$ cat src/design/lbsg_pkg.sv
`timescale 1ns / 1ps
// ----------------------------------------------------------------------------
// lbsg_pkg: shared types and constants
// Item and result structs, command codes and arithmetic widths of the
// table-lookup bit-serial matrix-vector engine.
// ----------------------------------------------------------------------------
package lbsg_pkg;

	localparam int unsigned MAX_K_DEF = 1024;
	localparam int unsigned ENTRY_W   = 19;
	localparam int unsigned PLANE_W   = 26;
	localparam int unsigned ROW_W     = 48;
	localparam int unsigned VL_W      = 11;
	localparam int unsigned CFG_IDX_W = 1;
	localparam int unsigned MUL_W     = 16 + PLANE_W;

	localparam logic [CFG_IDX_W-1:0] CFG_VECTOR_LENGTH = 1'd0;
	localparam logic [CFG_IDX_W-1:0] CFG_BIAS_ENABLE   = 1'd1;
	localparam logic [VL_W-1:0]      VL_RESET          = 11'd1024;

	localparam logic [1:0] CMD_LOAD  = 2'd0;
	localparam logic [1:0] CMD_START = 2'd1;
	localparam logic [1:0] CMD_WORD  = 2'd2;

	typedef struct packed {
		logic [1:0]         command;
		logic [9:0]         act_index;
		logic signed [15:0] act_value;
		logic [15:0]        row_index;
		logic signed [15:0] bias;
		logic [4:0]         word_index;
		logic [31:0]        weight_word;
		logic signed [15:0] alpha;
		logic               plane_last;
		logic               row_last;
	} in_item_t;

	typedef struct packed {
		logic [15:0]        row_tag;
		logic signed [47:0] row_value;
		logic               saturated;
	} result_t;

	typedef enum logic [1:0] {
		TK_LOAD,
		TK_START,
		TK_WORD
	} task_kind_t;

	// classified work handed from front to back
	typedef struct packed {
		task_kind_t kind;
		logic       rebuild;
		in_item_t   item;
	} task_t;

endpackage

$ cat src/design/lbsg_rq.sv
`timescale 1ns / 1ps
// ----------------------------------------------------------------------------
// lbsg_rq: result queue
// Two-entry queue that holds finished row results until they are taken.
// ----------------------------------------------------------------------------
module lbsg_rq (
	input  logic              clk,
	input  logic              arst_n,
	input  logic              res_push,
	output logic              res_full,
	input  lbsg_pkg::result_t res_in,
	output logic              empty,
	input  logic              pop,
	output lbsg_pkg::result_t result
);
	import lbsg_pkg::*;

	result_t    slot_q [2];
	logic       wr_ptr_q, rd_ptr_q;
	logic [1:0] count_q;
	logic       enq, deq;

	assign res_full = (count_q == 2'd2);
	assign empty    = (count_q == 2'd0);
	assign result   = slot_q[rd_ptr_q];
	assign enq      = res_push && !res_full;
	assign deq      = pop && !empty;

	always_ff @(posedge clk) begin
		if (enq) slot_q[wr_ptr_q] <= res_in;
	end

	always_ff @(posedge clk or negedge arst_n) begin
		if (!arst_n) begin
			wr_ptr_q <= 1'b0;
			rd_ptr_q <= 1'b0;
			count_q  <= 2'd0;
		end else begin
			if (enq) wr_ptr_q <= !wr_ptr_q;
			if (deq) rd_ptr_q <= !rd_ptr_q;
			count_q <= count_q + 2'(enq) - 2'(deq);
		end
	end

endmodule

$ cat config.mk
export PLATFORM = sky130hd
export DESIGN_NAME = lbsg_rq
export DESIGN_NICKNAME = d
export VERILOG_FILES = /design/src/design/lbsg_pkg.sv /design/src/design/lbsg_rq.sv
export SDC_FILE = /design/constraint.sdc
export NUM_CORES = 1
export LEC_CHECK = 0
export ABC_AREA = 0
export BUFFER_PORTS_ARGS = -buffer_cell sky130_fd_sc_hd__buf_2
export CORE_UTILIZATION = 47
export CTS_CLUSTER_DIAMETER = 50
export DETAILED_ROUTE_END_ITERATION = 8
export PLACE_DENSITY = 0.81
export SLEW_MARGIN = 20
export SYNTH_ARGS = -nofsm -noshare
export SYNTH_HDL_FRONTEND = slang
export SYNTH_SLANG_ARGS = --single-unit
$ cat constraint.sdc
create_clock -name clk -period 3.45 [get_ports clk]
set_input_delay 0.69 -clock clk [delete_from_list [all_inputs] [get_ports clk]]
set_output_delay 0.69 -clock clk [all_outputs]
set_load 0.02 [all_outputs]
==> flow_metrics.tcl <==
set metrics [dict create \
    sw_frac_of_total_pct 29.7 \
    cp_max_fo 34 \
    min_period_ns 2.87 \
    place_congestion 0.674 \
    fin_crit_sh_pct 83.3 \
    r2r_cells 3 \
    nNetsFinal 443 \
    synth_seq_area_share_pct 79.3 \
    layout_commonest_cell "buf_2" \
    start_util_pct 48.7 \
    hold_buffers 1 \
    reg2reg_to "slot_q[1][39]$_DFFE_PP_" \
    p_int_w 0.00432 \
    grt_pass1_vias 2589 \
    finalHoldViolCount 0 \
    ir_drop_mv 0.685 \
    vias_per_cell 4.77 \
    preCtsSetupSlack_ns 1.09 \
    worstReg2RegStart "count_q[0]$_DFF_PN0_" \
    crit_path_end_kind "output port" \
    grt_antenna_before_repair 0 \
    synth_fa_ha_area_share_pct 0.496 \
    reg2reg_slack_ns 1.63 \
    vias 2483 \
    worstPathRequired_ns 2.76 \
    top_layer "met4" \
    first_pass_iters 4 \
    grt_start_max_net_pins 42 \
    die_height_um 106 \
    die_area_um2 11200 \
    area_growth_pct 29.7 \
    combPwrFrac_pct 30.2 \
    wl_mm 7.92 \
    synth.area.mux_share_pct 17.5 \
    startpoint_type "flop" \
    n_antenna_cell 0 \
    clkPwrFrac_pct 30.5 \
    io_pins 136 \
    cts.clk_slew.worst_paths_ns 0.06 \
    fmax_ghz 0.348 \
    leakage_nw 2.61 \
    slew_headroom_pct 56.7 \
    core_region_area_um2 10400 \
    design_area_um2 6550 \
    synth_cell_types 15 \
    placed_area_um2 5900 \
    arrival_ns 2.18 \
    synth.area.top_cells "edfxtp_1, mux2_4, mux2_2" \
    insertion_delay_ns 0.50 \
    wire_per_inst_um 15.2 \
    final_antenna_net_count 0 \
    crit_type "reg -> out" \
    cts_sinks 134 \
    synth.top_cell.area_share_pct 77.3 \
    numCtsBuffers 17 \
    initialDrtViolationCount 69 \
    fin_ws_ns 0.577 \
    syn_nets 291 \
    final_cell_mix "buf_2, edfxtp_1, mux2_4, mux2_2, clkbuf_16" \
    grt_usage_pct 14.9 \
    cap_violations 0 \
    ys_ff_latch 134 \
    p_seq_share_pct 39.3 \
    crit_path_end "result[2]" \
    power.density_nw_per_um2 940 \
    synth-xor-area-share_pct 0.694 \
    cts_resized 0 \
    cts_setup_buffers 0 \
    wl_met3_um 494 \
    worstMarginPinSlew_ns 0.650 \
    synthSimpleGateAreaFrac_pct 0.595 \
    drive_above_1_share_pct 61.8 \
    yosys_warnings 0 \
    wl_met2_mm 4.21 \
    drc 0 \
    cts_max_path_buffers 2 \
    startpoint "rd_ptr_q$_DFFE_PN0P_" \
    cts-htree-levels 4 \
    root_buffer "clkbuf_8" \
    synth_compound_area_share_pct 0 \
    num_rows 37 \
    syn_avg_cell_area_um2 23.0 \
    tritoncts "yes" \
    grt_overflow 0 \
    grt_first_pass_wirelength_mm 12.1 \
    min_path_type "in -> reg" \
    port_buffers 135 \
    synth_top_cell_by_area "edfxtp_1" \
    setup_viol_count_final 0 \
    finalSetupTns_ns 0 \
    fin_skew_ns 0.00913 \
    synthCells 220 \
    p_sw_w 0.00183 \
    status "finished, final reports clean" \
    rsz0062_at_grt "no" \
    drv_slew 0 \
    hpwlAfterDp_mm 5.16 \
    drt-met1-wl_mm 3.15 \
    die_x_um 106 \
    syn_area_um2 5050 \
    synth_top_family_by_area "multiplexers" \
]
==> flip-flops by register name, indices dropped and copies added, names as in the netlist <==
name,flops
count_q,2
rd_ptr_q,1
wr_ptr_q,1
slot_q,130
==> cell usage after synthesis <==
cell and instances:
and3_1 1, dfrtp_1 4, mux2_2 25, buf_2 2
edfxtp_1 130, ha_1 2, nand2b_1 1, mux2_4 40
xnor2_1 3, inv_1 2, buf_6 5, xor2_1 1
nor2b_1 1, nor2_1 2, nand2_1 1
==> metal layers <==
metal	vias up	track usage (%)
li1	1175	-
met1	1211	15.8
met2	90	26.5
met3	7	5.94
met4	0	5.36
met5	-	0
==> cell type report <==
cell class,count,area [um^2]
sequential,134,4010
clock buffer,22,473
multi-input combinational,77,981
tap,136,170
clock inverter,10,169
inverter,2,7.51
timing repair buffer,140,741
fill,756,3820
==> critical path, cell delays in order (launching register included) <==
cell and delay (ns):
dfrtp_4 0.78, buf_12 0.32, mux2_2 0.38, buf_2 0.16
==> worst min path at each step <==
stage          cells after the start            startpoint                      end  slack, ns
2_1_floorplan                      0                arst_n     count_q[0]$_DFF_PN0_       0.39
3_3_place_gp                       1  count_q[1]$_DFF_PN0_     count_q[1]$_DFF_PN0_       0.48
3_5_place_dp                       1                arst_n     rd_ptr_q$_DFFE_PN0P_       0.50
4_1_cts                            1            res_in[60]  slot_q[0][60]$_DFFE_PP_       0.35
5_1_grt                            1             res_in[3]   slot_q[0][3]$_DFFE_PP_       0.34
6_report                           1            res_in[61]  slot_q[0][61]$_DFFE_PP_       0.38
==> power groups by stage <==
stage                     Combinational [W]  Clock (W)  Sequential, W
after floorplan                     0.00147          0        0.00235
after global placement              0.00187          0        0.00243
after detailed placement            0.00189          0        0.00245
after CTS                           0.00189    0.00192        0.00242
after global routing                0.00199    0.00198        0.00245
final                               0.00186    0.00188        0.00242
==> logic make-up after synthesis <==
logic type	count (synthesis)
flip-flops	134
multiplexers	65
buffers and inverters	9
AND/OR/NAND/NOR	6
XOR/XNOR	4
adder cells (fa/ha/maj)	2
==> stage by stage <==
stage	cells	power [W]	hold slack [ns]	utilization, %
finish	521	0.00615	0.376	63.2
global route	521	0.00642	0.338	63.2
CTS	521	0.00623	0.348	63.2
detailed placement	488	0.00434	0.503	56.9
global placement	488	0.00430	0.484	56.9
floorplan	220	0.00382	0.394	-
Note: power is estimated with default switching activity, not from simulation.
