<file path="src/design/lbsg_pkg.sv">
`timescale 1ns / 1ps
// ----------------------------------------------------------------------------
// lbsg_pkg: shared types and constants
// Item and result structs, command codes and arithmetic widths of the
// table-lookup bit-serial matrix-vector engine.
// ----------------------------------------------------------------------------
package lbsg_pkg;

	localparam int unsigned MAX_K_DEF = 1024;
	localparam int unsigned ENTRY_W   = 19;
	localparam int unsigned PLANE_W   = 26;
	localparam int unsigned ROW_W     = 48;
	localparam int unsigned VL_W      = 11;
	localparam int unsigned CFG_IDX_W = 1;
	localparam int unsigned MUL_W     = 16 + PLANE_W;

	localparam logic [CFG_IDX_W-1:0] CFG_VECTOR_LENGTH = 1'd0;
	localparam logic [CFG_IDX_W-1:0] CFG_BIAS_ENABLE   = 1'd1;
	localparam logic [VL_W-1:0]      VL_RESET          = 11'd1024;

	localparam logic [1:0] CMD_LOAD  = 2'd0;
	localparam logic [1:0] CMD_START = 2'd1;
	localparam logic [1:0] CMD_WORD  = 2'd2;

	typedef struct packed {
		logic [1:0]         command;
		logic [9:0]         act_index;
		logic signed [15:0] act_value;
		logic [15:0]        row_index;
		logic signed [15:0] bias;
		logic [4:0]         word_index;
		logic [31:0]        weight_word;
		logic signed [15:0] alpha;
		logic               plane_last;
		logic               row_last;
	} in_item_t;

	typedef struct packed {
		logic [15:0]        row_tag;
		logic signed [47:0] row_value;
		logic               saturated;
	} result_t;

	typedef enum logic [1:0] {
		TK_LOAD,
		TK_START,
		TK_WORD
	} task_kind_t;

	// classified work handed from front to back
	typedef struct packed {
		task_kind_t kind;
		logic       rebuild;
		in_item_t   item;
	} task_t;

endpackage

</file>
<file path="src/design/lbsg_front.sv">
`timescale 1ns / 1ps
// ----------------------------------------------------------------------------
// lbsg_front: input acceptance and classification
// Takes one item per transfer, drops items with no effect and queues the
// rest (two entries) for the execution back end.
// ----------------------------------------------------------------------------
module lbsg_front #(
	parameter int unsigned MAX_K = lbsg_pkg::MAX_K_DEF
) (
	input  logic               clk,
	input  logic               arst_n,
	input  logic               push,
	output logic               full,
	input  lbsg_pkg::in_item_t item,
	output logic               tk_valid,
	output lbsg_pkg::task_t    tk,
	input  logic               tk_pop
);
	import lbsg_pkg::*;

	task_t      slot_q [2];
	logic       wr_ptr_q, rd_ptr_q;
	logic [1:0] count_q;
	logic       keep, enq, deq;
	task_t      cls;

	// classify the incoming item
	always_comb begin
		cls.item    = item;
		cls.rebuild = (item.act_index[2:0] == 3'b111);
		cls.kind    = TK_LOAD;
		keep        = 1'b0;
		case (item.command)
			CMD_LOAD: begin
				cls.kind = TK_LOAD;
				keep     = (32'(item.act_index) < 32'(MAX_K));
			end
			CMD_START: begin
				cls.kind = TK_START;
				keep     = 1'b1;
			end
			CMD_WORD: begin
				cls.kind = TK_WORD;
				keep     = 1'b1;
			end
			default: keep = 1'b0;
		endcase
	end

	assign full     = (count_q == 2'd2);
	assign tk_valid = (count_q != 2'd0);
	assign tk       = slot_q[rd_ptr_q];
	assign enq      = push && !full && keep;
	assign deq      = tk_pop && tk_valid;

	// queue payload
	always_ff @(posedge clk) begin
		if (enq) slot_q[wr_ptr_q] <= cls;
	end

	// queue pointers
	always_ff @(posedge clk or negedge arst_n) begin
		if (!arst_n) begin
			wr_ptr_q <= 1'b0;
			rd_ptr_q <= 1'b0;
			count_q  <= 2'd0;
		end else begin
			if (enq) wr_ptr_q <= !wr_ptr_q;
			if (deq) rd_ptr_q <= !rd_ptr_q;
			count_q <= count_q + 2'(enq) - 2'(deq);
		end
	end

endmodule

</file>
<file path="config.mk">
export PLATFORM = sky130hd
export DESIGN_NAME = lbsg_front
export DESIGN_NICKNAME = d
export VERILOG_FILES = /design/src/design/lbsg_pkg.sv /design/src/design/lbsg_front.sv
export SDC_FILE = /design/constraint.sdc
export NUM_CORES = 1
export LEC_CHECK = 0
export BUFFER_PORTS_ARGS = -buffer_cell sky130_fd_sc_hd__buf_2
export CAP_MARGIN = 20
export CELL_PAD_IN_SITES_DETAIL_PLACEMENT = 1
export CELL_PAD_IN_SITES_GLOBAL_PLACEMENT = 1
export CORE_MARGIN = 5
export CORE_UTILIZATION = 47
export DETAILED_ROUTE_END_ITERATION = 8
export PLACE_DENSITY = 0.94
export RECOVER_POWER = 25
export SLEW_MARGIN = 20
export SYNTH_ARGS = -nofsm -noshare
export SYNTH_HDL_FRONTEND = slang
export SYNTH_SLANG_ARGS = --single-unit
</file>
<file path="constraint.sdc">
create_clock -name clk -period 17.4 [get_ports clk]
set_clock_uncertainty 0.1 [all_clocks]
set_input_delay 1.74 -clock clk [delete_from_list [all_inputs] [get_ports clk]]
set_output_delay 1.74 -clock clk [all_outputs]
set_load 0.01 [all_outputs]
</file>
==> results by group, run 1 <==
Clocking
  • Clock latency on the worst-skew pair: 0.51 ns
  • Root Driver: clkbuf_16
  • CTS HTree Levels: 1
  • PostCTS Resize Cnt: 0
  • Worst-path clk slew: 0.06 ns
  • Clk sink count: 240
  • Hold-fix buffers, CTS: 0
  • Total CTS buffers: 25
  • Maximum buffer depth of the clock tree: 3
  • Buffer count from post-CTS setup fixing: 0
  • CTS tree: built

Routing
  • Routed vias: 4482
  • First-pass detailed-route iteration total: 5
  • Remaining DRCs: 0
  • ANT nets after route: 0
  • Iteration-0 DRC Markers: 139
  • DR vias/cell: 4.99
  • WL final: around 19 mm
  • WL/cell: 21.3 um

Worst setup path
  • Crit path DAT: 2.88 ns
  • Peak fanout along the critical path: 73
  • Crit end category: output pin
  • RR Endpoint: slot_q[0][12]
  • Worst reg2reg startpoint: count_q[1]
  • Reg2reg setup slack: 15.28 ns
  • Critical Path Start Type: flop
  • Worst Path Class, Setup: flop to output pin
  • Worst Setup EP: tk[66]
  • Crit. Startpoint: rd_ptr_q
  • CP Data Required Time: between 15 and 20 ns
  • Reg2reg path depth: 4

Floorplanning
  • Chip Height: 147 um
  • Core footprint: 18600 um2
  • Rows: 50
  • Starting Density: 47.3%
  • Total Die Area: 21500 um2
  • Die width: 147 um
  • Ports: 239

Timing
  • Setup TNS: 0 ns
  • Worst slew pin tran: roughly 1.0 ns
  • # setup viols final: 0
  • Max-slew headroom: 33.6%
  • Tcrit/Tclk final: 27.1%
  • Final min period: 4.72 ns
  • Max frequency: 212 MHz
  • Slew Limit Fails: 0
  • WHS: around 0.38 ns
  • Final hold violation count: 0
  • RSZ-0062 raised after global routing: no

Global routing
  • Pin count of the biggest net entering global routing: 74
  • Total track usage: between 10% and 20%
  • Global-route wire length before repair: 29.3 mm
  • Global route overflow: 0
  • Vias in the first global route: 5190
  • Initial antenna violation count: 2

Logic synthesis
  • Area leader, netlist: edfxtp_1
  • Syn Area/Cell: 22.6 um2
  • Gate count of the mapped netlist: 389
  • Yosys warnings: 0
  • Top cells by area, synth: edfxtp_1, mux2_2, buf_6
  • Synth cell types: 16
  • Synthesized area: 8790 um2
  • #FFs+latches synth: 240
  • Post-synth net total: roughly 500
  • Top cell type's share of synthesized area: 80.6%
  • Register area share after synthesis: 81.7%

Placed design
  • Port bufs: 238
  • Post-DP HPWL: 13.2 mm
  • Placed insts: 853
  • Final Wtd Congestion: 0.747

Final layout
  • Leading cell type in the layout, fill and taps excluded: edfxtp_1
  • Multi-input logic area: ~1500 um2
  • Ratio of cells with drive above 1 in the final layout: 54.2%
  • Storage cell area: 7190 um2
  • Layout net count: 767
  • Most frequent cells in the layout: edfxtp_1, buf_2, mux2_2
  • P&R area growth vs syn: 23.8%
  • Cell Count, Final, Fillers Out: 898
  • Fillers: 1713

Pwr
  • Power Density: 162 nW/um2
  • Leak pwr: 3.98 nW
  • VDD IR max: just over 100 uV

Outcome
  • Outcome: finished, final reports clean

Job
  • Max Cap Violations: 0

Worst hold path
  • Hold Path Class: flop to flop
  • Hold Path Origin: count_q[1]
cell families (layout without fill, tap and decap cells):
kind of cell               count (synthesis)  count (layout)  synth area share (%)
muxes                                    118             118                  15.1
and+or+nand+nor                           10              10                 0.783
other                                      0               2                     0
DFF                                      240             240                  81.7
buffers and inverters                     15             288                  1.71
adders and majority gates                  2               2                 0.284
xor gates and xnor gates                   4               4                 0.398
cell usage after synthesis:
library cell and n:
ha_1 2, buf_4 1, xor2_1 1, nand2_1 1, and2_1 1, and3_1 1, mux2_2 118, nor2_1 2
dfrtp_1 4, nand3b_4 1, inv_1 2, or2_1 1, edfxtp_1 236, buf_6 12, xnor2_1 3, nor2b_1 3
cell type report:
| class | instances | area share, % |
|---|---|---|
| sequential | 240 | 66.0 |
| multi-input combinational | 134 | 13.5 |
| timing repair buffer | 243 | 10.8 |
| clock buffer | 33 | 6.39 |
| tap | 234 | 2.69 |
| clock inverter | 10 | 0.460 |
| inverter | 2 | 0.0689 |
| antenna | 2 | 0.0460 |
routing by layer:
layer | routed length (um) | vias to the layer above | track usage, %
li1 | - | 2056 | -
met1 | 7240 | 2221 | 19.9
met2 | 10200 | 172 | 32.2
met3 | 1250 | 31 | 4.32
met4 | 388 | 2 | 4.66
met5 | 14 | - | 0
per-stage QoR:
| step | total power, mW | area (um2) | util (%) | setup WS (ns) |
|---|---|---|---|---|
| 2_1_floorplan | 1.14 | 8790 | - | 9.86 |
| 3_3_place_gp | 1.27 | 10200 | 54.9 | 13.27 |
| 3_5_place_dp | 1.30 | 10200 | 54.9 | 13.20 |
| 4_1_cts | 1.79 | 10900 | 58.9 | 12.65 |
| 5_1_grt | 1.85 | 10900 | 58.6 | 12.55 |
| 6_report | 1.76 | 10900 | 58.6 | 12.68 |
worst max-delay path, cell delays in order (launching register included):
cell	delay, ns
dfrtp_4	0.84
buf_4	0.85
mux2_2	0.44
buf_2	0.15
how the worst min path moves through the flow:
stage	to	slack, ns	cells after the start
after floorplan	count_q[1]	0.35	1
after global placement	count_q[1]	0.37	1
after detailed placement	count_q[1]	0.38	1
after CTS	count_q[1]	0.39	1
after global routing	count_q[1]	0.43	1
final	count_q[1]	0.38	1
power breakdown:
part	internal (mW)	leakage [nW]	switching, mW
Combinational	0.219	1.38	0.256
Clock	0.279	0.374	0.203
Sequential	0.759	2.22	0.0473
registers in the layout, summed over array words and instances (netlist names):
signal and flops:
count_q 2, rd_ptr_q 1, slot_q 236, wr_ptr_q 1
Power figures use the tool's default switching activity.
==> run 2: changes to the inputs <==
- ABC_AREA: unset -> 1
- CORE_UTILIZATION: 47 -> 42
- PLACE_DENSITY: 0.94 -> 0.9
- clock period: 17.4 -> 4.9 ns (I/O delays scaled with it)
==> run 2 against run 1 <==
Register-to-register slack got worse by 13 ns. Synthesized cell count is 68% higher. Setup slack worse by 11 ns.
==> results by group, run 2 <==
Placed design
  • Final Wtd Congestion: ~0.79
  • Placed instance area: 10300 um2
  • Placed insts: 1148
  • Port bufs: roughly 240
  • Post-DP HPWL: 15.3 mm
  • Pre-CTS WS: 2.16 ns

Timing
  • Final min period: 3.17 ns
  • Tcrit/Tclk final: 64.7%
  • RSZ-0062 raised after global routing: no
  • Max frequency: 316 MHz
  • # setup viols final: 0
  • Final hold violation count: 0
  • Slew Limit Fails: 0
  • Max-slew headroom: between 30% and 40%
  • Final WS setup: 1.73 ns
  • WHS: about 0.08 ns
  • Worst slew pin tran: between 1 and 1.5 ns
  • Setup TNS: 0 ns

Clocking
  • Clock latency on the worst-skew pair: 0.49 ns
  • Worst-path clk slew: 0.06 ns
  • Total CTS buffers: 25
  • PostCTS Resize Cnt: 0
  • CTS HTree Levels: 1
  • Root Driver: clkbuf_16
  • CTS tree: built
  • Hold-fix buffers, CTS: 1
  • Clk sink count: 240
  • Buffer count from post-CTS setup fixing: 0
  • Maximum buffer depth of the clock tree: 3

Final layout
  • Largest reg by FF count: slot_q
  • Biggest registers after layout: slot_q (236), count_q (2)
  • Ratio of cells with drive above 1 in the final layout: 27.2%
  • Layout net count: 1022
  • Cell Count, Final, Fillers Out: between 1000 and 1500
  • Max reg flops: 236
  • Most frequent cells in the layout: nand2_1, edfxtp_1, buf_2
  • Leading cell type in the layout, fill and taps excluded: nand2_1
  • Final core occ: 52.4%
  • P&R area growth vs syn: 22.9%
  • Fin area: about 11000 um2

Logic synthesis
  • Count leader, synth: nand2_1
  • Synth cell types: 12
  • Asr flop ratio synth: ~1.7%
  • Top cells by area, synth: edfxtp_1, nand2_1, buf_6
  • Post-synth net total: 776
  • Top cell type's share of synthesized area: 79.1%
  • Post-synth top cells: nand2_1, edfxtp_1, buf_6
  • Number of synthesized flops with an enable pin: 236
  • Gate count of the mapped netlist: around 660
  • Yosys warnings: 0
  • Synthesized area: 8960 um2
  • Syn Area/Cell: 13.7 um2
  • Register area share after synthesis: between 80% and 90%
  • Area leader, netlist: edfxtp_1
  • Top_reg_cell synth: edfxtp_1
  • #FFs+latches synth: between 200 and 250

Floorplanning
  • Die width: 156 um
  • Core footprint: roughly 21000 um2
  • Starting Density: 42.6%
  • Rows: 53
  • Total Die Area: between 20000 and 25000 um2
  • Chip Height: 156 um
  • Ports: between 200 and 250

Worst hold path
  • Hold Path Class: input pin to flop

Worst setup path
  • Worst Path Class, Setup: flop to output pin
  • Peak fanout along the critical path: 93
  • Reg2reg setup slack: 2.54 ns
  • Critical Path Start Type: flop
  • CP Data Required Time: 4.31 ns
  • Crit path DAT: 2.58 ns
  • Crit end category: output pin

Job
  • Max Cap Violations: 0

Global routing
  • Initial antenna violation count: 4
  • Total track usage: 17.9%
  • Pin count of the biggest net entering global routing: 94
  • Global-route wire length before repair: 34.2 mm
  • Global route overflow: 0
  • Vias in the first global route: 6207

Pwr
  • Total power: ~6.5 mW
  • Power Density: 593 nW/um2
  • Leak pwr: between 4 and 5 nW
  • VDD IR max: 500 uV

Routing
  • Remaining DRCs: 0
  • WL/cell: 18.9 um
  • ANT nets after route: 0
  • WL final: 22.6 mm
  • Iteration-0 DRC Markers: around 270
  • Routed vias: 5819
  • DR vias/cell: slightly below 5
  • First-pass detailed-route iteration total: 5

Outcome
  • Outcome: finished, final reports clean
[run 2: cell count changes after synthesis, sizes merged, moves of 3 or more]
| cell | before | now |
|---|---|---|
| nand2 | 1 | 367 |
| mux2 | 118 | 0 |
| buf | 13 | 26 |
| inv | 2 | 12 |
| nand3 | 0 | 3 |
| nor2b | 3 | 0 |
| xnor2 | 3 | 0 |
[run 2: critical path, cell delays in order (launching register included)]
cell and delay [ns]:
dfrtp_4 0.62, inv_4 0.70, buf_4 0.42, nand2_1 0.12
nand2_1 0.08, buf_2 0.14
[run 2: path summary, 6_finish.rpt]
path / startpoint / endpoint / cells after the start
max in group asynchronous: arst_n / rd_ptr_q / 2
max reg2reg: count_q[0] / slot_q[0][25] / 5
max: rd_ptr_q / tk[17] / 5
min in group asynchronous: arst_n / rd_ptr_q / 2
min: item[23] / slot_q[0][23] / 1
min reg2reg: wr_ptr_q / wr_ptr_q / 2
[run 2: layer usage]
metal	up-vias	wire (um)	global-route usage (%)
li1	2691	-	-
met1	2848	8800	22.4
met2	237	11500	31.2
met3	41	1740	4.33
met4	2	520	5.00
met5	-	7	0
[run 2: logic make-up after synthesis]
logic type / after synthesis / synth area share [%]
fa+ha+maj: 2 / 0.279
buf+inv: 38 / 3.69
flops: 240 / 80.2
simple gates: 375 / 15.8
[run 2: final cells by class]
type	instances	area, um2
Sequential cell	240	7190
Clock buffer	32	692
Timing Repair Buffer	245	1210
Inverter	12	50.0
Multi-Input combinational cell	377	1450
Clock inverter	8	63.8
Fill cell	2255	10000
Antenna cell	3	7.51
Tap cell	275	344
[run 2: report_power, final]
part / switching [mW] / internal, mW / total [mW]
clock: 0.716 / 1.04 / 1.75
combinational: 1.34 / 0.613 / 1.95
sequential: 0.137 / 2.69 / 2.82
total: 2.19 / 4.34 / 6.52
==> run 3: changes to the inputs <==
- CORE_UTILIZATION: 42 -> 38
- PLACE_DENSITY: 0.9 -> 0.86
- clock period: 4.9 -> 2.75 ns (I/O delays scaled with it)
==> run 3 against run 2 <==
Core utilization rose by 0.69 points. Cell count rose by 14%. Register-to-register slack got worse by 1.8 ns. Setup slack got worse by 1.4 ns. Critical path depth did not move. Highest routed layer is now met4.
==> results by group, run 3 (same netlist as run 2, synthesis figures left out) <==
Worst setup path
  • Reg2reg path depth: 5
  • Worst path cell trace: inv_4 -> buf_12 -> nand2_1 -> nand2_1 -> buf_2
  • Peak fanout along the critical path: 45
  • Reg2reg setup slack: 0.74 ns
  • Crit path DAT: roughly 2 ns
  • CP Data Required Time: 2.38 ns
  • Worst reg2reg startpoint: count_q[0]
  • Crit-path max cell delay: 0.50 ns
  • Worst Path Class, Setup: flop to output pin
  • Critical Path Start Type: flop
  • RR Endpoint: slot_q[0][73]
  • Crit path top cell by count: nand2_1
  • Crit end category: output pin
  • Slowest-stage cell, CP: dfrtp_4

Timing
  • Max-slew headroom: 60.0%
  • Worst slew pin tran: 0.599 ns
  • Final WS setup: approximately 0.38 ns
  • Slew Limit Fails: 0
  • Tcrit/Tclk final: between 80% and 90%
  • Final hold violation count: 0
  • WHS: approximately 0.016 ns
  • RSZ-0062 raised after global routing: no
  • Max frequency: 422 MHz
  • Final min period: 2.37 ns
  • # setup viols final: 0

Final layout
  • Max reg flops: roughly 240
  • Ratio of cells with drive above 1 in the final layout: 22.6%
  • Fin area: roughly 12000 um2
  • P&R area growth vs syn: 38.2%
  • Most frequent cells in the layout: nand2_1, edfxtp_1, buf_2
  • Biggest registers after layout: slot_q (236), count_q (2)
  • Largest reg by FF count: slot_q
  • Layout net count: 1143
  • Leading cell type in the layout, fill and taps excluded: nand2_1

Global routing
  • Vias in the first global route: around 7000
  • Global route overflow: 0
  • Global-route wire length before repair: about 39 mm
  • Pin count of the biggest net entering global routing: between 100 and 150
  • Total track usage: 18.9%
  • Initial antenna violation count: 3

Floorplanning
  • Total Die Area: 26700 um2
  • Starting Density: between 30% and 40%
  • Core footprint: 23300 um2
  • Rows: 56
  • Ports: ~240
  • Die width: 164 um
  • Chip Height: 164 um

Worst hold path
  • Hold Path Origin: push
  • Worst Hold Depth: 4
  • Hold Path Class: input pin to flop
  • Hold worst-path end: wr_ptr_q

Routing
  • First-pass detailed-route iteration total: 4
  • Uppermost layer routed: met4
  • WL final: between 20 and 30 mm
  • M1 wire length: 9.47 mm
  • ANT nets after route: 0
  • WL/cell: 19.0 um
  • Routed vias: between 6000 and 7000
  • Met2 Wirelength: 14.2 mm
  • Remaining DRCs: 0
  • Routed length on met3: 1.59 mm
  • DR vias/cell: ~4.6
  • Iteration-0 DRC Markers: 259

Clocking
  • Root Driver: clkbuf_16
  • Maximum buffer depth of the clock tree: 3
  • CTS tree: built
  • Hold-fix buffers, CTS: 118
  • Buffer count from post-CTS setup fixing: 0
  • Clock latency on the worst-skew pair: 0.51 ns
  • CTS HTree Levels: 1
  • Clk sink count: 240
  • Total CTS buffers: 27
  • PostCTS Resize Cnt: 0
  • Worst-path clk slew: 0.06 ns

Pwr
  • Leak pwr: 5.17 nW
  • VDD IR max: 670 uV
  • Power Density: 990 nW/um2

Placed design
  • Post-DP HPWL: 14.9 mm
  • Placed instance area: 10400 um2
  • Port bufs: 238
  • Final Wtd Congestion: just over 0.7
  • Pre-CTS WS: between 0.6 and 0.7 ns

Outcome
  • Outcome: finished, final reports clean

Job
  • Max Cap Violations: 0
==> run 3: layout make-up <==
cell class | instances | area [um2]
sequential | 240 | 7190
tap | 319 | 399
fill | 2444 | 10900
clock buffer | 34 | 702
timing repair buffer | 364 | 2450
inverter | 12 | 51.3
multi-input combinational | 377 | 1460
antenna | 3 | 7.51
clock inverter | 15 | 125
==> run 3: worst max path at each step <==
| stage | startpoint | slack, ns | to | cells past startpoint |
|---|---|---|---|---|
| global placement | item[113] | 0.77 | slot_q[0][73] | 5 |
| finish | rd_ptr_q | 0.38 | tk[8] | 5 |
| detailed placement | item[113] | 0.68 | slot_q[0][58] | 5 |
| CTS | rd_ptr_q | 0.36 | tk[8] | 5 |
| global route | rd_ptr_q | 0.26 | tk[16] | 5 |
| floorplan | count_q[1] | -0.13 | slot_q[1][0] | 3 |
==> run 3: worst max-delay path: cells and delay by family (launching register included) <==
kind,cells,cell delay (ns)
buffers and inverters,3,0.75
DFF,1,0.50
and+or+nand+nor,2,0.20
==> run 3: power by group <==
part	total, mW	switching [mW]	internal, mW	leakage, nW
logic	3.91	2.62	1.29	2.54
registers	4.97	0.188	4.78	2.23
clock network	3.38	1.40	1.99	0.405
total	12.3	4.20	8.06	5.17
==> run 3: through the flow <==
step           total power, mW  instances  setup TNS, ns  utilization, %
4_1_cts                   12.3       1361              0            53.3
2_1_floorplan             7.33        655         -28.27               -
3_3_place_gp              8.61       1194              0            44.7
6_report                  12.3       1364              0            53.1
3_5_place_dp              8.80       1194              0            44.7
5_1_grt                   13.0       1364              0            53.1
==> run 3: routing by layer <==
layer | up-vias | GRT usage [%]
met2 | 206 | 36.5
met3 | 47 | 4.72
met5 | - | 0
met4 | 0 | 5.41
met1 | 3070 | 20.3
li1 | 2946 | -
